<file path="src/rtl/core/urf_pkg.sv">
// Shared types and constants for the UDP/IPv4 receive filter.
`timescale 1ns / 1ps
`default_nettype none
package urf_pkg;

  localparam int unsigned IP_HDR_BYTES = 20;
  localparam int unsigned QUEUE_DEPTH  = 4;
  localparam int unsigned QPTR_W       = $clog2(QUEUE_DEPTH);

  localparam logic [7:0]  VER_IHL_IPV4 = 8'h45;
  localparam logic [7:0]  PROTO_UDP    = 8'd17;
  localparam logic [7:0]  FRAG_HI_MASK = 8'h3f;
  localparam logic [15:0] SUM_GOOD     = 16'hFFFF;
  localparam logic [15:0] SUM_ZERO     = 16'h0000;
  localparam logic [15:0] COUNT_MAX    = 16'hFFFF;

  // IP header byte offsets of interest
  localparam logic [4:0] REL_VER      = 5'd0;
  localparam logic [4:0] REL_LEN_HI   = 5'd2;
  localparam logic [4:0] REL_LEN_LO   = 5'd3;
  localparam logic [4:0] REL_FRAG_HI  = 5'd6;
  localparam logic [4:0] REL_FRAG_LO  = 5'd7;
  localparam logic [4:0] REL_PROTO    = 5'd9;
  localparam logic [4:0] REL_DST_IP0  = 5'd16;
  localparam logic [4:0] REL_DST_IP3  = 5'd19;

  typedef enum logic [2:0] {
    FLD_NONE    = 3'd0,
    FLD_VER     = 3'd1,
    FLD_LEN_HI  = 3'd2,
    FLD_LEN_LO  = 3'd3,
    FLD_FRAG_HI = 3'd4,
    FLD_FRAG_LO = 3'd5,
    FLD_PROTO   = 3'd6
  } urf_field_t;

  typedef enum logic [2:0] {
    RSN_OK       = 3'd0,
    RSN_ADDRESS  = 3'd1,
    RSN_VERSION  = 3'd2,
    RSN_PROTOCOL = 3'd3,
    RSN_LENGTH   = 3'd4,
    RSN_FRAGMENT = 3'd5,
    RSN_CHECKSUM = 3'd6,
    RSN_SHORT    = 3'd7
  } urf_reason_t;

  // One classified byte as it travels from front to back
  typedef struct packed {
    logic [7:0]  data;
    logic        last;
    logic        addr_bad;
    logic        in_hdr;
    logic        hdr_odd;
    urf_field_t  kind;
    logic [15:0] count;
    logic        short_frame;
  } urf_beat_t;

endpackage
`default_nettype wire

</file>
<file path="src/rtl/core/urf_front.sv">
// Front end: byte position tracking, address compare and header field classification.
`timescale 1ns / 1ps
`default_nettype none
module urf_front #(
  parameter int unsigned HEADER_OFFSET = 14
) (
  input  wire                    clk,
  input  wire                    rst_n,
  input  wire  [47:0]            own_mac,
  input  wire  [31:0]            own_ip,
  input  wire  [7:0]             frame_byte,
  input  wire                    frame_end,
  input  wire                    push,
  output urf_pkg::urf_beat_t     beat
);
  import urf_pkg::*;

  localparam logic [15:0] HDR_START   = 16'(HEADER_OFFSET);
  localparam logic [15:0] HDR_END     = 16'(HEADER_OFFSET + IP_HDR_BYTES);
  localparam logic [15:0] SHORT_LIMIT = 16'(HEADER_OFFSET + IP_HDR_BYTES);

  logic [15:0] pos_r, pos_nxt;
  logic [15:0] count;
  logic [15:0] rel_full;
  logic [4:0]  rel;
  logic        in_hdr;
  logic        in_mac;
  logic        in_dst_ip;
  logic [2:0]  mac_sel;
  logic [1:0]  ip_sel;
  logic [7:0]  mac_want;
  logic [7:0]  ip_want;
  urf_field_t  kind;

  assign count    = (pos_r == COUNT_MAX) ? COUNT_MAX : pos_r + 16'd1;
  assign rel_full = pos_r - HDR_START;
  assign rel      = rel_full[4:0];
  assign in_hdr   = (pos_r >= HDR_START) && (pos_r < HDR_END);
  assign in_mac   = (pos_r < 16'd6);
  assign in_dst_ip = in_hdr && (rel >= REL_DST_IP0) && (rel <= REL_DST_IP3);

  // first byte on the wire is the most significant
  assign mac_sel  = 3'd5 - pos_r[2:0];
  assign ip_sel   = 2'd3 - rel[1:0];
  assign mac_want = own_mac[{mac_sel, 3'b000} +: 8];
  assign ip_want  = own_ip[{ip_sel, 3'b000} +: 8];

  always_comb begin
    kind = FLD_NONE;
    if (in_hdr) begin
      case (rel)
        REL_VER:     kind = FLD_VER;
        REL_LEN_HI:  kind = FLD_LEN_HI;
        REL_LEN_LO:  kind = FLD_LEN_LO;
        REL_FRAG_HI: kind = FLD_FRAG_HI;
        REL_FRAG_LO: kind = FLD_FRAG_LO;
        REL_PROTO:   kind = FLD_PROTO;
        default:     kind = FLD_NONE;
      endcase
    end
  end

  always_comb begin
    beat.data        = frame_byte;
    beat.last        = frame_end;
    beat.addr_bad    = (in_mac && (frame_byte != mac_want)) ||
                       (in_dst_ip && (frame_byte != ip_want));
    beat.in_hdr      = in_hdr;
    beat.hdr_odd     = rel[0];
    beat.kind        = kind;
    beat.count       = count;
    beat.short_frame = (count < SHORT_LIMIT);
  end

  always_comb begin
    pos_nxt = pos_r;
    if (push) begin
      pos_nxt = frame_end ? 16'd0 : count;
    end
  end

  always_ff @(posedge clk) begin
    if (!rst_n) begin
      pos_r <= 16'd0;
    end else begin
      pos_r <= pos_nxt;
    end
  end

endmodule
`default_nettype wire

</file>
<file path="src/rtl/core/urf_queue.sv">
// Short queue of classified beats between the front and back ends.
`timescale 1ns / 1ps
`default_nettype none
module urf_queue (
  input  wire                    clk,
  input  wire                    rst_n,
  input  wire                    wr_valid,
  output logic                   wr_ready,
  input  urf_pkg::urf_beat_t     wr_beat,
  output logic                   rd_valid,
  input  wire                    rd_ready,
  output urf_pkg::urf_beat_t     rd_beat
);
  import urf_pkg::*;

  urf_beat_t         mem_r [QUEUE_DEPTH];
  logic [QPTR_W-1:0] wr_ptr_r, wr_ptr_nxt;
  logic [QPTR_W-1:0] rd_ptr_r, rd_ptr_nxt;
  logic [QPTR_W:0]   cnt_r, cnt_nxt;
  logic              do_wr;
  logic              do_rd;

  assign wr_ready = (cnt_r != (QPTR_W+1)'(QUEUE_DEPTH));
  assign rd_valid = (cnt_r != '0);
  assign rd_beat  = mem_r[rd_ptr_r];
  assign do_wr    = wr_valid && wr_ready;
  assign do_rd    = rd_valid && rd_ready;

  always_comb begin
    wr_ptr_nxt = do_wr ? wr_ptr_r + 1'b1 : wr_ptr_r;
    rd_ptr_nxt = do_rd ? rd_ptr_r + 1'b1 : rd_ptr_r;
    cnt_nxt    = cnt_r;
    if (do_wr && !do_rd) begin
      cnt_nxt = cnt_r + 1'b1;
    end else if (!do_wr && do_rd) begin
      cnt_nxt = cnt_r - 1'b1;
    end
  end

  always_ff @(posedge clk) begin
    if (do_wr) begin
      mem_r[wr_ptr_r] <= wr_beat;
    end
  end

  always_ff @(posedge clk) begin
    if (!rst_n) begin
      wr_ptr_r <= '0;
      rd_ptr_r <= '0;
      cnt_r    <= '0;
    end else begin
      wr_ptr_r <= wr_ptr_nxt;
      rd_ptr_r <= rd_ptr_nxt;
      cnt_r    <= cnt_nxt;
    end
  end

  a_cnt_bound: assert property (@(posedge clk) disable iff (!rst_n)
    cnt_r <= (QPTR_W+1)'(QUEUE_DEPTH))
    else $error("queue occupancy out of range");

  a_ptr_gap: assert property (@(posedge clk) disable iff (!rst_n)
    (wr_ptr_r - rd_ptr_r) == cnt_r[QPTR_W-1:0])
    else $error("queue pointers disagree with occupancy");

  a_cnt_step: assert property (@(posedge clk) disable iff (!rst_n)
    (do_wr && !do_rd) |=> (cnt_r == $past(cnt_r) + 1'b1))
    else $error("queue occupancy missed a write");

endmodule
`default_nettype wire

</file>
<file path="src/rtl/core/urf_back.sv">
// Back end: header accumulation, checksum and per-frame verdict with output register.
`timescale 1ns / 1ps
`default_nettype none
module urf_back (
  input  wire                    clk,
  input  wire                    rst_n,
  input  wire                    q_valid,
  output logic                   q_ready,
  input  urf_pkg::urf_beat_t     q_beat,
  output logic                   out_valid,
  input  wire                    out_ready,
  output logic                   out_accepted,
  output logic [2:0]             out_reject_reason
);
  import urf_pkg::*;

  logic        addr_ok_r, addr_ok_nxt;
  logic [7:0]  ver_r, ver_nxt;
  logic [7:0]  proto_r, proto_nxt;
  logic [15:0] tlen_r, tlen_nxt;
  logic        frag_r, frag_nxt;
  logic [15:0] sum_r, sum_nxt;
  logic [7:0]  held_r, held_nxt;

  logic        oval_r, oval_nxt;
  logic        oacc_r, oacc_nxt;
  urf_reason_t orsn_r, orsn_nxt;

  logic        slot_free;
  logic        pop;
  logic [16:0] sum_wide;
  logic [15:0] sum_fold;
  urf_reason_t reason;

  assign slot_free = !oval_r || out_ready;
  assign q_ready   = !q_beat.last || slot_free;
  assign pop       = q_valid && q_ready;

  // ones' complement add with end-around carry
  assign sum_wide = {1'b0, sum_r} + {1'b0, held_r, q_beat.data};
  assign sum_fold = sum_wide[15:0] + 16'(sum_wide[16]);

  always_comb begin
    addr_ok_nxt = addr_ok_r && !q_beat.addr_bad;
    ver_nxt     = ver_r;
    proto_nxt   = proto_r;
    tlen_nxt    = tlen_r;
    frag_nxt    = frag_r;
    sum_nxt     = sum_r;
    held_nxt    = held_r;
    if (q_beat.in_hdr) begin
      case (q_beat.kind)
        FLD_VER:     ver_nxt   = q_beat.data;
        FLD_LEN_HI:  tlen_nxt  = {q_beat.data, tlen_r[7:0]};
        FLD_LEN_LO:  tlen_nxt  = {tlen_r[15:8], q_beat.data};
        FLD_FRAG_HI: frag_nxt  = frag_r || ((q_beat.data & FRAG_HI_MASK) != 8'd0);
        FLD_FRAG_LO: frag_nxt  = frag_r || (q_beat.data != 8'd0);
        FLD_PROTO:   proto_nxt = q_beat.data;
        default:     ;
      endcase
      if (q_beat.hdr_odd) begin
        sum_nxt = sum_fold;
      end else begin
        held_nxt = q_beat.data;
      end
    end
  end

  always_comb begin
    if (q_beat.short_frame) begin
      reason = RSN_SHORT;
    end else if (!addr_ok_nxt) begin
      reason = RSN_ADDRESS;
    end else if (ver_nxt != VER_IHL_IPV4) begin
      reason = RSN_VERSION;
    end else if (proto_nxt != PROTO_UDP) begin
      reason = RSN_PROTOCOL;
    end else if (tlen_nxt > q_beat.count) begin
      reason = RSN_LENGTH;
    end else if (frag_nxt) begin
      reason = RSN_FRAGMENT;
    end else if ((sum_nxt != SUM_GOOD) && (sum_nxt != SUM_ZERO)) begin
      reason = RSN_CHECKSUM;
    end else begin
      reason = RSN_OK;
    end
  end

  always_comb begin
    oval_nxt = oval_r && !out_ready;
    oacc_nxt = oacc_r;
    orsn_nxt = orsn_r;
    if (pop && q_beat.last) begin
      oval_nxt = 1'b1;
      oacc_nxt = (reason == RSN_OK);
      orsn_nxt = reason;
    end
  end

  always_ff @(posedge clk) begin
    if (!rst_n) begin
      addr_ok_r <= 1'b1;
      ver_r     <= 8'd0;
      proto_r   <= 8'd0;
      tlen_r    <= 16'd0;
      frag_r    <= 1'b0;
      sum_r     <= 16'd0;
      held_r    <= 8'd0;
      oval_r    <= 1'b0;
    end else begin
      oval_r <= oval_nxt;
      if (pop) begin
        if (q_beat.last) begin
          addr_ok_r <= 1'b1;
          ver_r     <= 8'd0;
          proto_r   <= 8'd0;
          tlen_r    <= 16'd0;
          frag_r    <= 1'b0;
          sum_r     <= 16'd0;
          held_r    <= 8'd0;
        end else begin
          addr_ok_r <= addr_ok_nxt;
          ver_r     <= ver_nxt;
          proto_r   <= proto_nxt;
          tlen_r    <= tlen_nxt;
          frag_r    <= frag_nxt;
          sum_r     <= sum_nxt;
          held_r    <= held_nxt;
        end
      end
    end
  end

  always_ff @(posedge clk) begin
    oacc_r <= oacc_nxt;
    orsn_r <= orsn_nxt;
  end

  assign out_valid         = oval_r;
  assign out_accepted      = oacc_r;
  assign out_reject_reason = orsn_r;

  a_acc_matches_reason: assert property (@(posedge clk) disable iff (!rst_n)
    oval_r |-> (oacc_r == (orsn_r == RSN_OK)))
    else $error("accepted flag disagrees with reason");

  a_no_overwrite: assert property (@(posedge clk) disable iff (!rst_n)
    (oval_r && !out_ready && q_valid && q_beat.last) |-> !pop)
    else $error("verdict would overwrite a pending result");

  a_frame_cleared: assert property (@(posedge clk) disable iff (!rst_n)
    (pop && q_beat.last) |=> (addr_ok_r && (sum_r == SUM_ZERO) && !frag_r))
    else $error("frame state not cleared after final beat");

endmodule
`default_nettype wire

</file>
<file path="src/rtl/core/udp_ipv4_receive_filter_core.sv">
// Top level of the UDP/IPv4 receive filter: register port, front, queue and back.
// The final byte passes through the queue, then its verdict is registered in the output register that drives out_valid.
// Throughput: one byte per cycle while in_ready is high; the queue and output register decouple the sides.
// A held verdict stalls the queue only on the next frame's final byte.
// Reset: synchronous active-low rst_n clears position, frame state, queue and addresses.
`timescale 1ns / 1ps
`default_nettype none
module udp_ipv4_receive_filter_core #(
  parameter int unsigned HEADER_OFFSET = 14
) (
  input  wire         clk,
  input  wire         rst_n,
  input  wire         in_valid,
  output logic        in_ready,
  input  wire  [7:0]  in_frame_byte,
  input  wire         in_frame_end,
  output logic        out_valid,
  input  wire         out_ready,
  output logic        out_accepted,
  output logic [2:0]  out_reject_reason,
  input  wire         psel,
  input  wire         penable,
  input  wire         pwrite,
  input  wire  [3:0]  paddr,
  input  wire  [63:0] pwdata,
  output logic [63:0] prdata,
  output logic        pready
);
  import urf_pkg::*;

  localparam logic REG_OWN_MAC = 1'b0;
  localparam logic REG_OWN_IP  = 1'b1;

  logic [47:0] own_mac_r;
  logic [31:0] own_ip_r;
  logic        cfg_wr;
  logic        push;
  logic        q_valid;
  logic        q_ready;
  urf_beat_t   f_beat;
  urf_beat_t   q_beat;

  assign pready = 1'b1;
  assign cfg_wr = psel && penable && pwrite;

  always_ff @(posedge clk) begin
    if (!rst_n) begin
      own_mac_r <= 48'd0;
      own_ip_r  <= 32'd0;
    end else if (cfg_wr) begin
      case (paddr[3])
        REG_OWN_MAC: own_mac_r <= pwdata[47:0];
        REG_OWN_IP:  own_ip_r  <= pwdata[31:0];
        default:     ;
      endcase
    end
  end

  always_comb begin
    case (paddr[3])
      REG_OWN_MAC: prdata = {16'd0, own_mac_r};
      REG_OWN_IP:  prdata = {32'd0, own_ip_r};
      default:     prdata = 64'd0;
    endcase
  end

  assign push = in_valid && in_ready;

  urf_front #(
    .HEADER_OFFSET (HEADER_OFFSET)
  ) u_front (
    .clk        (clk),
    .rst_n      (rst_n),
    .own_mac    (own_mac_r),
    .own_ip     (own_ip_r),
    .frame_byte (in_frame_byte),
    .frame_end  (in_frame_end),
    .push       (push),
    .beat       (f_beat)
  );

  urf_queue u_queue (
    .clk      (clk),
    .rst_n    (rst_n),
    .wr_valid (in_valid),
    .wr_ready (in_ready),
    .wr_beat  (f_beat),
    .rd_valid (q_valid),
    .rd_ready (q_ready),
    .rd_beat  (q_beat)
  );

  urf_back u_back (
    .clk               (clk),
    .rst_n             (rst_n),
    .q_valid           (q_valid),
    .q_ready           (q_ready),
    .q_beat            (q_beat),
    .out_valid         (out_valid),
    .out_ready         (out_ready),
    .out_accepted      (out_accepted),
    .out_reject_reason (out_reject_reason)
  );

endmodule
`default_nettype wire
</file>
<file path="config.mk">
export PLATFORM = sky130hd
export DESIGN_NAME = udp_ipv4_receive_filter_core
export DESIGN_NICKNAME = d
export VERILOG_FILES = /design/src/rtl/core/urf_pkg.sv /design/src/rtl/core/urf_front.sv /design/src/rtl/core/urf_queue.sv /design/src/rtl/core/urf_back.sv /design/src/rtl/core/udp_ipv4_receive_filter_core.sv
export SDC_FILE = /design/constraint.sdc
export NUM_CORES = 1
export LEC_CHECK = 0
export BUFFER_PORTS_ARGS = -buffer_cell sky130_fd_sc_hd__buf_2
export CAP_MARGIN = 20
export CELL_PAD_IN_SITES_DETAIL_PLACEMENT = 1
export CELL_PAD_IN_SITES_GLOBAL_PLACEMENT = 2
export CORE_MARGIN = 4
export CORE_UTILIZATION = 39
export DETAILED_ROUTE_END_ITERATION = 12
export MAX_ROUTING_LAYER = met4
export PLACE_DENSITY = 0.86
export SETUP_SLACK_MARGIN = 0.3
export SKIP_LAST_GASP = 1
export SLEW_MARGIN = 20
export SYNTH_ARGS = -nofsm -noshare
export SYNTH_HDL_FRONTEND = slang
export SYNTH_SLANG_ARGS = --single-unit
</file>
<file path="constraint.sdc">
create_clock -name clk -period 7.5 [get_ports clk]
set_input_delay 1.125 -clock clk [delete_from_list [all_inputs] [get_ports clk]]
set_output_delay 1.125 -clock clk [all_outputs]
set_load 0.03 [all_outputs]
</file>
==> results of run 1 <==
-- path summary, 6_finish.rpt --
path,start,endpoint,slack [ns],depth (start not counted)
setup reg to reg,flip-flop,u_back.out_reject_reason[1]$_DFFE_PP_,1.24,25
hold / removal,own_mac_r[34]$_SDFFE_PN0P_,own_mac_r[34]$_SDFFE_PN0P_,0.48,2
setup / recovery,flip-flop,u_back.out_reject_reason[1]$_DFFE_PP_,1.24,25
hold reg to reg,own_mac_r[34]$_SDFFE_PN0P_,own_mac_r[34]$_SDFFE_PN0P_,0.48,2
-- critical path, cell delays in order, from the launching register on --
cell and delay (ns):
sky130_fd_sc_hd__dfxtp_1 0.59, sky130_fd_sc_hd__mux4_2 0.44, sky130_fd_sc_hd__ha_1 0.25, sky130_fd_sc_hd__inv_1 0.07
sky130_fd_sc_hd__fa_1 0.40, sky130_fd_sc_hd__nand2b_1 0.24, sky130_fd_sc_hd__a21o_1 0.28, sky130_fd_sc_hd__a211oi_1 0.24
sky130_fd_sc_hd__buf_4 0.18, sky130_fd_sc_hd__nor3_1 0.05, sky130_fd_sc_hd__nor2_1 0.10, sky130_fd_sc_hd__o21a_1 0.11
sky130_fd_sc_hd__o21ai_0 0.08, sky130_fd_sc_hd__nand2b_1 0.14, sky130_fd_sc_hd__ha_1 0.19, sky130_fd_sc_hd__ha_1 0.18
sky130_fd_sc_hd__nand2_1 0.08, sky130_fd_sc_hd__or3_1 0.35, sky130_fd_sc_hd__a211oi_1 0.32, sky130_fd_sc_hd__nand4_1 0.16
sky130_fd_sc_hd__xnor2_1 0.19, sky130_fd_sc_hd__mux2_2 0.30, sky130_fd_sc_hd__a221o_1 0.25, sky130_fd_sc_hd__or4b_1 0.55
sky130_fd_sc_hd__o41ai_2 0.11, sky130_fd_sc_hd__o21ai_1 0.13
-- layout by cell type (no fill, tap or decap), types with 6 or more instances in the layout --
master / n
sky130_fd_sc_hd__mux2_2: 55
sky130_fd_sc_hd__and3_1: 12
sky130_fd_sc_hd__inv_1: 38
sky130_fd_sc_hd__and2_1: 15
sky130_fd_sc_hd__a21boi_0: 96
sky130_fd_sc_hd__a211oi_1: 8
sky130_fd_sc_hd__mux4_2: 48
sky130_fd_sc_hd__o21ai_1: 6
sky130_fd_sc_hd__a31oi_1: 9
sky130_fd_sc_hd__o21a_1: 7
sky130_fd_sc_hd__xor2_1: 20
sky130_fd_sc_hd__xnor2_1: 29
sky130_fd_sc_hd__nor4_1: 7
sky130_fd_sc_hd__buf_2: 117
sky130_fd_sc_hd__mux2i_1: 8
sky130_fd_sc_hd__nor4b_1: 6
sky130_fd_sc_hd__nand3_1: 42
sky130_fd_sc_hd__nand2b_1: 15
sky130_fd_sc_hd__clkbuf_16: 32
sky130_fd_sc_hd__o21ai_0: 26
sky130_fd_sc_hd__conb_1: 17
sky130_fd_sc_hd__nor3_1: 14
sky130_fd_sc_hd__a21oi_1: 29
sky130_fd_sc_hd__nand2_1: 231
sky130_fd_sc_hd__ha_1: 45
sky130_fd_sc_hd__a22oi_1: 55
sky130_fd_sc_hd__nor2_1: 54
sky130_fd_sc_hd__a21o_1: 13
sky130_fd_sc_hd__nand4_1: 21
sky130_fd_sc_hd__edfxtp_1: 132
sky130_fd_sc_hd__dfxtp_1: 163
sky130_fd_sc_hd__clkinv_2: 11
sky130_fd_sc_hd__buf_4: 18
sky130_fd_sc_hd__nor2b_1: 72
-- flip-flops by register name (all words and copies together), names as in the netlist, named ones only --
| name | count |
|---|---|
| u_queue.cnt_r | 3 |
| u_back.proto_r | 8 |
| u_back.frag_r | 1 |
| u_front.pos_r | 16 |
| u_queue.wr_ptr_r | 2 |
| u_back.addr_ok_r | 1 |
| u_back.ver_r | 8 |
| u_back.out_reject_reason | 3 |
| u_back.out_accepted | 1 |
| u_back.tlen_r | 16 |
| own_mac_r | 48 |
| u_back.sum_r | 16 |
| own_ip_r | 32 |
| u_queue.mem_r | 128 |
| u_back.out_valid | 1 |
| u_back.held_r | 8 |
| u_queue.rd_ptr_r | 2 |
-- layout make-up --
class	count	area share
Multi-Input combinational cell	1044	0.4390
Timing Repair Buffer	135	0.04145
Clock buffer	40	0.05066
Inverter	39	0.008420
Sequential cell	296	0.4169
Clock inverter	18	0.005541
Antenna cell	5	0.0007196
Tap cell	518	0.03728
-- cells by family (layout without fill, tap and decap cells) --
group / Yosys count / after routing / synth area share
and+or+nand+nor: 528 / 528 / 0.1688
DFF: 296 / 296 / 0.4704
AOI/OAI and AO/OA: 291 / 291 / 0.1371
buffers and inverters: 137 / 232 / 0.03923
muxes: 111 / 111 / 0.1156
xor gates and xnor gates: 50 / 50 / 0.02932
adders and majority gates: 47 / 47 / 0.03915
other: 2 / 22 / 0.0004875
-- power breakdown --
part           switching [µW]  internal (µW)  total (µW)
Sequential               68.4           1810        1880
Clock                     643            826        1470
Combinational             873            483        1360
Total                    1590           3120        4700
-- through the flow --
| step | utilization | std cells | power (µW) | setup slack, ns | hold WS [ns] |
|---|---|---|---|---|---|
| floorplan | - | 1477 | 2867 | 1.459 | 0.4485 |
| global placement | 0.4222 | 2032 | 3222 | 1.265 | 0.4616 |
| detailed placement | 0.4222 | 2032 | 3267 | 1.202 | 0.4745 |
| CTS | 0.4473 | 2090 | 4742 | 1.160 | 0.4828 |
| global route | 0.4477 | 2094 | 4948 | 0.6902 | 0.5062 |
| finish | 0.4478 | 2095 | 4701 | 1.240 | 0.4810 |
-- synth_stat cells, drive strengths merged (6+ instances only) --
master	n
nor4	7
a21o	13
buf	31
a22oi	55
nand2	231
a211oi	8
and2	15
inv	38
a21oi	33
edfxtp	132
nand4	22
nor4b	6
o21a	7
a31oi	9
xor2	20
nor3	15
nor2	56
clkbuf	67
nand2b	16
mux4	48
ha	45
o21ai	32
mux2	55
dfxtp	164
a21boi	96
xnor2	29
mux2i	8
nor2b	72
nand3	43
and3	13
-- routing by layer --
layer / vias to the layer above / wire (µm) / global-route usage
li1: 5452 / - / -
met1: 5744 / 19120 / 0.2629
met2: 220 / 21290 / 0.3531
met3: 51 / 1561 / 0.02500
met4: 0 / 858 / 0.04769
met5: - / 0 / -
==> results by stage, run 1 <==
Synth:
- Yosys attributes the largest share of cell area to sky130_fd_sc_hd__edfxtp_1, sky130_fd_sc_hd__dfxtp_1, sky130_fd_sc_hd__mux4_2.
- The synthesized instance count is between 1000 and 1500.
- The main flop type after synthesis is sky130_fd_sc_hd__dfxtp_1.
- The sequential element share of the synthesized area is 0.4704.
- The average instance in the mapped netlist occupies between 10 and 15 µm².
- The most area-hungry cell type in the Yosys netlist is sky130_fd_sc_hd__edfxtp_1.
- The netlist uses 78 different library cells.
- The post-synthesis async set-or-reset flop share is 0.
- The register bit count reported by yosys is 296.
- The area of the mapped netlist is between 15000 and 20000 µm².
- Of the post-synthesis cell area, the dominant cell type holds 0.2573.
- The total of warnings raised by yosys is 0.
- The number of enable flip-flop cells after synthesis is 132.

Clocking:
- The clock insertion delay at the later pin of the skew report is roughly 0.56 ns.
- The total of cells resized after clock tree synthesis is 0.
- The clock sink total is a little under 300.
- The number of buffers added to fix hold violations after cts is 0.
- Counting along the longest clock path gives a buffer depth of 3.
- The clock tree from TritonCTS is yes.
- The H-tree depth is 1.
- The number of buffers added by the clock tree synthesis step is 31.
- The clock tree root driver cell is sky130_fd_sc_hd__clkbuf_16.
- Once the clock tree was built, the setup fixing pass inserted 0 buffers.
- Clock-pin slew was measured on the worst setup and hold paths at roughly 0.060 ns.

STA:
- Setup repair after global routing left no endpoint under its margin.
- The setup violation total in the final timing report is 0.
- Across the routed clock network, the largest skew measured is ~0.015 ns.
- For the finished layout, the period the worst path requires is between 6 and 7 ns.
- The final-report max-slew violation count was 0.
- The number of hold violations in the final report is 0.
- After routing, the total negative slack on setup checks comes to 0 ns.
- Headroom to the max-slew limit came out at 0.3004.
- The fmax is between 0.15 and 0.2 GHz.
- The final critical-path share of the clock period is 0.8347.
- For the pin with the worst max-slew slack, the measured transition is about 1.0 ns.

GRT:
- The first global-routing pass estimated 68.52 mm of wire.
- The number of global-route vias before repair is 12260.
- Across every metal layer, demand over resource in global routing totals 0.2058.
- The initial antenna violation count is 4.
- The maximum number of pins on one net before global-route repair is 108.
- Summed over all layers, the global routing overflow is 0.

Status:
- The run finished with clean final reports.

Floorplan:
- The area of the die is between 40000 and 50000 µm².
- The die extent in x is 206.8 µm.
- The initial standard-cell utilization of the core is 0.3968.
- The core area is 38830 µm².
- The placement row count is 72.
- The height of the die is about 210 µm.
- For this design the top-level I/O count stands at ~160.

Setup path:
- The sort of element at the end of the critical path is a flip-flop.
- At the worst endpoint, the arrival time is roughly 6.6 ns.
- For the worst setup path, the data required time is between 7 and 8 ns.
- The worst setup path is launched from a flip-flop.
- In this run the worst path has a maximum fanout of 9.
- The critical setup path kind is flip-flop to flip-flop.

Layout:
- Summing all flip-flop and latch instances after layout gives a little over 7000 µm².
- From synthesis to final layout, the design area changed by 12.86%.
- The area of all placed cells without fillers is about 17000 µm².
- The final-stage net count is ~1700.
- In the final layout, the share of cells above drive strength 1 is 0.1997.
- The layout has ~4300 filler cells.
- The area of the multi-input gates is approximately 7600 µm².

Route:
- The total iterations of the first detailed-routing run is 5.
- The post-detailed-route via-to-cell ratio is approximately 5.5.
- The mean routed wirelength per cell is roughly 20 µm.
- The first-iteration detailed-routing DRC count is between 600 and 700.
- For this block, the via count after detailed routing is about 11000.
- The number of routed nets with antenna violations is 0.
- After detailed routing, the number of remaining DRC violations is 0.
- The overall routed net length is between 40 and 50 mm.

Power and ir drop:
- In this run the power density over the cells is approximately 270 nW/µm².
- The leakage dissipation is 0.006347 µW.
- The maximum VDD drop is ~180 µV.

Placed design:
- The final weighted congestion in routability-driven placement is between 0.8 and 0.9.
- The HPWL after detailed placement is between 30 and 40 mm.
- The placed instances occupy a cell area of approximately 16000 µm².
- The total of buffers placed on input and output ports is 118.

Worst hold path:
- The type of the most critical hold path is flip-flop to flip-flop.

Flow run:
- The count of maximum capacitance violations is 0.
Note: power is estimated with default switching activity, not from simulation.
==> inputs of run 2 (changes only) <==
Clock period 7.5 ns to 6.25 ns, I/O delays scaled along.
==> run 2 against run 1 <==
  * Critical path depth down 2
  * Critical endpoint is now u_back.out_reject_reason[2]$_DFFE_PP_
  * Combinational power is 28% higher
  * Sequential power increased by 20%
  * Register-to-register slack worse by 0.59 ns
  * Die area did not move
  * Highest routed layer unchanged
  * Design area grew 2.3%
  * Wire length increased by 2.7%
  * Sequential share of layout area down 0.92 points
==> results by stage, run 2 (synthesis gave the netlist of run 1 again) <==
Clocking:
- The H-tree depth is 2.
- The clock insertion delay at the later pin of the skew report is 0.53 ns.
- The buffer depth of the longest clock path is 3.
- The clock sink total is a little under 300.
- Clock-pin slew was measured on the worst setup and hold paths at 0.07 ns.
- The clock tree from TritonCTS is yes.
- The clock tree root driver cell is sky130_fd_sc_hd__clkbuf_16.
- Clock tree synthesis inserted a total of 34 buffers.

GRT:
- The initial antenna violation count is 8.
- The total overflow left after global routing is 0.
- The wire length of the first global-routing pass is between 60 and 70 mm.
- Entering global routing, the biggest net connects between 80 and 90 pins.
- The number of global-route vias before repair is roughly 12000.
- The global router's overall resource usage is 0.2108.

Setup path:
- Grouping stages by cell kind, the critical path spends the most delay in simple AND/OR/NAND/NOR gates.
- In this run the worst path has a maximum fanout of 8.
- The worst path buffer plus inverter count is 1.
- The sort of element at the end of the critical path is a flip-flop.
- The cell that appears most often on the critical path is sky130_fd_sc_hd__ha_1.
- The signal on the critical path passes through mux4_2, ha_1, inv_1, fa_1, nand2b_2, a21o_1, a211oi_4, nor3_1, nor2_1, o21a_1, o21ai_0, nand2b_1, ha_1, nand3_1, nor3_4, nand2_1, xor2_1, o21ai_1, or4_1, nor4b_1, or4b_4, o41ai_4, a21oi_1.
- The worst endpoint required time is approximately 6.5 ns.
- The critical path is of the flip-flop to flip-flop type.
- The maximum single-stage delay on the critical path is 0.55 ns.
- The worst path arrival time is between 5 and 6 ns.
- On the critical path, the stage with the largest delay is an instance of sky130_fd_sc_hd__or4_1.
- The startpoint type of the worst setup path is a flip-flop.

Placed design:
- The cell area after placement is approximately 16000 µm².
- At the end of routability-driven placement, the weighted congestion stood at approximately 0.83.
- The pre-CTS worst setup slack is between 0.3 and 0.4 ns.
- The number of placed instances with taps included is 2044.
- The total of buffers placed on input and output ports is approximately 120.
- Detailed placement ended at an HPWL of 30.28 mm.

Route:
- The overall routed net length is 43.98 mm.
- The total DRC errors in the routed layout is 0.
- The first detailed-routing pass ran for 5 iterations.
- The mean routed wirelength per cell is 20.79 µm.
- The final route contains ~12000 vias.
- After the first detailed-routing iteration, the DRC count stood at around 650.
- The number of routed nets with antenna violations is 0.
- The post-detailed-route via-to-cell ratio is 5.461.

Worst hold path:
- The type of the most critical hold path is flip-flop to flip-flop.

STA:
- The clock skew after layout is 0.01481 ns.
- Setup repair after global routing left no endpoint under its margin.
- The number of hold violations in the final report is 0.
- The final-report max-slew violation count is 0.
- The final critical delay including setup and external delays is ~5.6 ns.
- The worst path meets setup with between 0.6 and 0.7 ns of slack.
- The final critical-path share of the clock period is 0.8967.
- The slew at the pin closest to its max-slew limit is 0.9234 ns.
- The hold slack is about 0.48 ns.
- In this run the tightest slew margin relative to its limit is 0.3797.
- Setup total negative slack on the finished layout was measured at 0 ns.
- The fmax is roughly 0.18 GHz.
- The setup violation total in the final timing report is 0.

Layout:
- The number of flip-flops under the largest register name is about 130.
- The library cell used most frequently in the layout, excluding fill and tap cells, is sky130_fd_sc_hd__nand2_1.
- The register with the most flip-flops in the final layout is u_queue.mem_r.
- The layout overhead on the synthesized area is 15.47%.
- The fraction of final layout cells with drive strength greater than 1 is 0.2170.
- The final layout contains approximately 1700 nets.
- In the layout the commonest cells are sky130_fd_sc_hd__nand2_1, sky130_fd_sc_hd__dfxtp_1, sky130_fd_sc_hd__edfxtp_1.
- The area of all placed cells without fillers is 17790 µm².
- In the final layout, the registers with the most flip-flops are u_queue.mem_r x128, own_mac_r x48, own_ip_r x32.
- Counting the fill cells in the layout gives 4288.
- The count of placed standard cells in the final layout, fillers left out is 2116.

Status:
- The run finished with clean final reports.

Flow run:
- Max-cap violations in this run came to 0.

Power and ir drop:
- The power density over the cells is roughly 340 nW/µm².
- The leakage dissipation is roughly 0.0065 µW.
- VDD sags by at most ~190 µV.

Floorplan:
- The placement row count is a little over 70.
- The die covers 42750 µm².
- The initial standard-cell utilization of the core is 0.3968.
- approximately 160 I/O pins were placed.
- In this run the vertical extent of the chip is a little over 200 µm.
- The core region is slightly below 40000 µm².
- The die extent in x is 206.8 µm.
-- run 2: cell types whose count changed in the layout (fill, tap and decap cells not counted), moves of 3 or more --
cell / previous run / this run
sky130_fd_sc_hd__clkinv_2: 11 / 6
sky130_fd_sc_hd__diode_2: 5 / 8
sky130_fd_sc_hd__buf_4: 18 / 32
sky130_fd_sc_hd__bufinv_16: 0 / 7
sky130_fd_sc_hd__clkbuf_8: 5 / 0
-- run 2: final timing paths --
kind / from / endpoint / slack [ns] / cells past startpoint
max: flip-flop / u_back.out_reject_reason[2]$_DFFE_PP_ / 0.65 / 23
min: own_mac_r[44]$_SDFFE_PN0P_ / own_mac_r[44]$_SDFFE_PN0P_ / 0.48 / 2
max reg2reg: flip-flop / u_back.out_reject_reason[2]$_DFFE_PP_ / 0.65 / 23
min reg2reg: own_mac_r[44]$_SDFFE_PN0P_ / own_mac_r[44]$_SDFFE_PN0P_ / 0.48 / 2
-- run 2: cell type report --
| class | instances | area [µm²] | area share |
|---|---|---|---|
| Inverter | 39 | 146.4 | 0.008229 |
| Timing Repair Buffer | 149 | 825.8 | 0.04642 |
| Antenna cell | 8 | 20.02 | 0.001125 |
| Tap cell | 518 | 648.1 | 0.03643 |
| Multi-Input combinational cell | 1044 | 7694 | 0.4325 |
| Clock inverter | 26 | 345.3 | 0.01941 |
| Sequential cell | 296 | 7252 | 0.4077 |
| Clock buffer | 36 | 858.3 | 0.04825 |
-- run 2: routing by layer --
metal / share of wire / GRT usage / vias to the layer above
li1: - / - / 5484
met1: 0.44 / 0.2646 / 5823
met2: 0.50 / 0.3568 / 185
met3: 0.035 / 0.03453 / 63
met4: 0.022 / 0.05571 / 0
met5: 0 / - / -
-- run 2: worst register-to-register path: cells and delay by family, from the launching register on --
family,cells,cell delay [ns]
AOI/OAI and AO/OA,7,0.97
xor gates and xnor gates,1,0.19
adders and majority gates,3,0.78
buffers and inverters,1,0.07
DFF,1,0.39
muxes,1,0.36
and+or+nand+nor,10,2.57
-- run 2: where the power goes --
| group | leakage [µW] | total [µW] | switching, µW | internal (µW) |
|---|---|---|---|---|
| sequential | 0.00249 | 2250 | 82.1 | 2170 |
| clock | 0.000586 | 2140 | 839 | 1300 |
| combinational | 0.00345 | 1740 | 1100 | 640 |
| total | 0.00653 | 6130 | 2020 | 4110 |
-- run 2: stage by stage --
stage	util	total power, µW
2_1_floorplan	-	3441
3_3_place_gp	0.4248	3908
3_5_place_dp	0.4248	3979
4_1_cts	0.4559	6152
5_1_grt	0.4582	6424
6_report	0.4582	6131
-- run 2: repair_timing --
item                                   in CTS  in global routing
setup endpoints to repair                   3                  3
gates resized for setup                     1                 11
hold buffers                                0                  0
buffers inserted                            0                  2
gates cloned                                0                  0
endpoints found under the hold margin       0                  0
pin swaps                                   0                  4
==> inputs of run 3 (changes only) <==
Settings changed: GPL_TIMING_DRIVEN from default to 0, SYNTH_HIERARCHICAL from default to 1.
==> run 3 against run 2 <==
  * Final cell count rose by 7.8%
  * Register-to-register slack worse by 0.13 ns
  * Via count grew 8.3%
  * Sequential power about the same
  * Sequential share of layout area down 2.8 points
  * First-iteration DRC count grew 20%
  * Utilization is 0.88 points higher
  * Design area rose by 7.4%
  * Critical path type unchanged
  * Critical endpoint is now u_back/out_reject_reason[2]$_DFFE_PP_
==> results by stage, run 3 <==
Placed design:
- The total of buffers placed on input and output ports is roughly 120.
- The cell area after placement is about 18000 µm².
- The number of placed instances with taps included is around 2200.
- The final weighted congestion in routability-driven placement is ~0.85.
- The HPWL after detailed placement is around 36 mm.
- The pre-CTS worst setup slack is -0.9939 ns.

Clocking:
- The clock sink total is between 200 and 300.
- The clock tree root driver cell is sky130_fd_sc_hd__clkbuf_16.
- The clock tree synthesis step divided the H-tree into 2 levels.
- The clock tree from TritonCTS is yes.
- The clock transition at the registers of the reported paths is 0.06 ns.
- The longest clock path from root to sink contains 3 buffers.
- For the worst-skew pair, the clock arrives at the later sink with an insertion delay of 0.52 ns.
- The number of buffers added by the clock tree synthesis step is 35.

Synth:
- Synthesis inferred approximately 300 register bits.
- Of the total synthesized cell area, the portion taken by XOR and XNOR cells is 0.02815.
- The most area-hungry cell type in the Yosys netlist is sky130_fd_sc_hd__edfxtp_1.
- The post-synthesis mux area share is 0.1578.
- Of the post-synthesis cell area, the dominant cell type holds 0.2450.
- The unique cell type count in the Yosys netlist is between 90 and 100.
- The average instance in the mapped netlist occupies 10.57 µm².
- The Yosys step of the flow raised 6 warnings.
- Counting instances in the post-synthesis netlist gives the leading cell types as sky130_fd_sc_hd__nand2_1, sky130_fd_sc_hd__dfxtp_1, sky130_fd_sc_hd__edfxtp_1.
- For this run, the register share of the synthesized area comes to 0.4480.
- The main flop type after synthesis is sky130_fd_sc_hd__dfxtp_1.
- By area, the combinational part of the netlist is dominated by simple AND/OR/NAND/NOR gates.
- Of the total synthesized cell area, the portion taken by AND, OR, NAND and NOR gates is 0.1654.
- The adder and majority gate portion of the synthesized area is 0.03728.
- The synthesized-area fraction occupied by ao, oa, aoi and oai cells is 0.1111.
- The area of the mapped netlist is ~16000 µm².
- The post-synthesis async set-or-reset flop share is 0.
- Yosys instantiated no cell more often than sky130_fd_sc_hd__nand2_1.
- Synthesis handed over a netlist of ~1500 instances.
- Sorting the synthesized cells by area gives the leading types as sky130_fd_sc_hd__edfxtp_1, sky130_fd_sc_hd__dfxtp_1, sky130_fd_sc_hd__mux2i_1.
- The number of enable flip-flop cells after synthesis is around 130.

STA:
- The minimum setup slack in the final design is ~0.52 ns.
- The final-report max-slew violation count is 0.
- Setup repair after global routing left no endpoint under its margin.
- Setup violations remaining at the end of the flow were counted as 0.
- The number of hold violations in the final report was 0.
- Based on the critical path, the design can be clocked at up to ~0.17 GHz.
- Dividing the final minimum period by the clock period gives 0.9170.
- The clock period could shrink to approximately 5.7 ns.
- The slew at the pin closest to its max-slew limit is a little under 0.9 ns.
- The clock skew after layout is ~0.024 ns.
- Headroom to the max-slew limit came out at 0.4103.

Layout:
- The area of the multi-input gates is about 8400 µm².
- Counting flops per register, the top entry is u_queue/mem_r.
- The area of all placed cells without fillers is 19110 µm².
- The largest registers in the layout are u_queue/mem_r x128, own_mac_r x48, own_ip_r x32.
- The area growth from synthesis to layout is 18.14%.
- The total of fill cells in the finished design is ~4600.
- The utilization after layout is 0.4670.
- The final-stage net count is 1856.
- The count of placed standard cells in the final layout, fillers left out is ~2300.
- The register with the most flip-flops in the layout has 128 of them.
- The repair_antennas step left the layout with diodes totalling 0.
- Leaving out fill and tap cells, the most frequent cell in the layout is sky130_fd_sc_hd__nand2_1.
- The flip-flop and latch area is 7248 µm².
- In the layout the commonest cells are sky130_fd_sc_hd__nand2_1, sky130_fd_sc_hd__dfxtp_1, sky130_fd_sc_hd__buf_2.
- Of the cells placed in the final design, the portion with a size suffix greater than 1 is 0.2291.

Setup path:
- The critical setup path kind is flip-flop to flip-flop.
- The startpoint type of the worst setup path is a flip-flop.
- The worst path arrival time is between 5 and 6 ns.
- At the worst endpoint, the required time is about 6.5 ns.
- The sort of element at the end of the critical path is a flip-flop.
- In this run the worst path has a maximum fanout of 10.
- The reg-to-reg setup timing slack is approximately 0.52 ns.

Route:
- Detailed routing inserted a total of 12520 vias.
- The overall routed net length is roughly 50 mm.
- The post-detailed-route via-to-cell ratio is 5.486.
- The highest routed metal layer is met4.
- The mean routed wirelength per cell is approximately 21 µm.
- The routed length on met3 is 1.399 mm.
- Once detail routing completed, the nets flagged for antenna violations numbered 0.
- The wire length on met2 is 25.41 mm.
- The detailed router put a total of between 20 and 25 mm of wire on met1.
- The total iterations of the first detailed-routing run is 5.
- The detailed router finished its first iteration with between 700 and 800 violations.
- After detailed routing, the number of remaining DRC violations is 0.

Floorplan:
- The initial standard-cell utilization of the core is 0.3953.
- The number of placed I/O pins is ~160.
- The area of the die is ~45000 µm².
- The die extent in x is between 200 and 250 µm.
- The placement row count is 74.
- The height of the die is ~210 µm.
- The floorplan step defined a core boundary enclosing ~41000 µm².

GRT:
- The initial antenna violation count is 0.
- The maximum number of pins on one net before global-route repair is 26.
- The wire length of the first global-routing pass is 75.57 mm.
- Across every metal layer, demand over resource in global routing totals 0.2177.
- The leftover overflow at the end of global routing is 0.
- The number of global-route vias before repair is around 13000.

Power and ir drop:
- Of the total power, the clock network draws 0.313.
- IR analysis of the VDD net gives a maximum drop of between 150 and 200 µV.
- The net switching share of the total power is 0.3461.
- The power density over the cells is between 300 and 400 nW/µm².
- The sequential power share is 0.349.
- The combinational share of power is 0.338.
- For this design the static power due to leakage is approximately 0.0075 µW.
- Cell internal power was estimated by the tool at 4222 µW.
- The switching power is between 2000 and 2500 µW.

Status:
- The flow ran to the end, and the final reports show no timing, DRC or antenna violations.

Worst hold path:
- The type of the most critical hold path is flip-flop to flip-flop.

Flow run:
- Across the run, the number of max-cap violations was 0.
## run 3: cell types whose count changed after synthesis, moves of 13 or more
cell	change
sky130_fd_sc_hd__a21oi_1	+25
sky130_fd_sc_hd__nand3_1	-24
sky130_fd_sc_hd__buf_2	+13
sky130_fd_sc_hd__mux2i_1	+100
sky130_fd_sc_hd__a21boi_0	-89
sky130_fd_sc_hd__nand2_1	-44
sky130_fd_sc_hd__buf_4	+18
## run 3: final timing paths
path | cells past startpoint | start | endpoint
max | 22 | flip-flop | u_back/out_reject_reason[2]$_DFFE_PP_
min | 1 | u_back/addr_ok_r$_SDFFE_PN1P_ | u_back/addr_ok_r$_SDFFE_PN1P_
max reg2reg | 22 | flip-flop | u_back/out_reject_reason[2]$_DFFE_PP_
min reg2reg | 1 | u_back/addr_ok_r$_SDFFE_PN1P_ | u_back/addr_ok_r$_SDFFE_PN1P_
## run 3: through the flow
step | setup TNS [ns] | hold slack, ns | power [µW]
6_report | 0 | 0.4577 | 6457
5_1_grt | 0 | 0.4897 | 6776
4_1_cts | 0 | 0.4583 | 6382
3_5_place_dp | -3.060 | 0.4455 | 4286
3_3_place_gp | -2.839 | 0.4350 | 4195
2_1_floorplan | 0 | 0.4271 | 3672
## run 3: cell type report
class	count	area share
timing repair buffer	143	0.04439
tap	532	0.03483
sequential	296	0.3793
clock inverter	8	0.005172
multi-input combinational	1086	0.4372
buffer	117	0.03568
clock buffer	54	0.05441
inverter	46	0.009035
## run 3: worst max-delay path, cell delays in order, from the launching register on
cell and delay, ns:
sky130_fd_sc_hd__dfxtp_1 0.33, sky130_fd_sc_hd__buf_6 0.15, sky130_fd_sc_hd__mux4_1 0.62, sky130_fd_sc_hd__ha_1 0.33, sky130_fd_sc_hd__buf_6 0.13, sky130_fd_sc_hd__o21a_1 0.26, sky130_fd_sc_hd__o21ai_4 0.14, sky130_fd_sc_hd__a211oi_4 0.27
sky130_fd_sc_hd__nor3_1 0.09, sky130_fd_sc_hd__o21bai_1 0.12, sky130_fd_sc_hd__a21oi_1 0.09, sky130_fd_sc_hd__o21bai_2 0.24, sky130_fd_sc_hd__ha_4 0.21, sky130_fd_sc_hd__nand2b_4 0.08, sky130_fd_sc_hd__a2111oi_4 0.31, sky130_fd_sc_hd__o21a_1 0.19
sky130_fd_sc_hd__nand4_1 0.19, sky130_fd_sc_hd__o31ai_2 0.34, sky130_fd_sc_hd__a31oi_2 0.15, sky130_fd_sc_hd__or3_1 0.34, sky130_fd_sc_hd__or4_4 0.57, sky130_fd_sc_hd__nor3_4 0.20, sky130_fd_sc_hd__a31oi_1 0.10
## run 3: kinds of logic (layout without fill, tap and decap cells)
| family | Yosys count | count (layout) |
|---|---|---|
| multiplexers | 196 | 196 |
| XOR/XNOR | 52 | 52 |
| adder cells (fa/ha/maj) | 47 | 47 |
| other | 2 | 17 |
| AO/OA/AOI/OAI | 258 | 258 |
| buffers and inverters | 163 | 368 |
| flip-flops | 296 | 296 |
| AND/OR/NAND/NOR | 516 | 516 |
## run 3: power groups by stage
stage | Clock (µW) | Sequential, µW | Combinational (µW)
global route | 2150 | 2270 | 2360
global placement | 0 | 2290 | 1910
finish | 2020 | 2250 | 2180
CTS | 2060 | 2250 | 2070
detailed placement | 0 | 2290 | 1990
floorplan | 0 | 2270 | 1400
## run 3: per-layer routing
metal / up-vias / track usage
met4: 0 / 0.05442
met1: 6316 / 0.2693
met3: 62 / 0.02401
met5: - / -
met2: 217 / 0.3829
li1: 5923 / -
## run 3: repair_timing
| item | 4_1_cts | 5_1_grt |
|---|---|---|
| setup buffers | 9 | 14 |
| setup endpoints to repair | 12 | 3 |
| pin swaps | 2 | 17 |
| hold buffers | 0 | 0 |
| gates resized for setup | 20 | 30 |
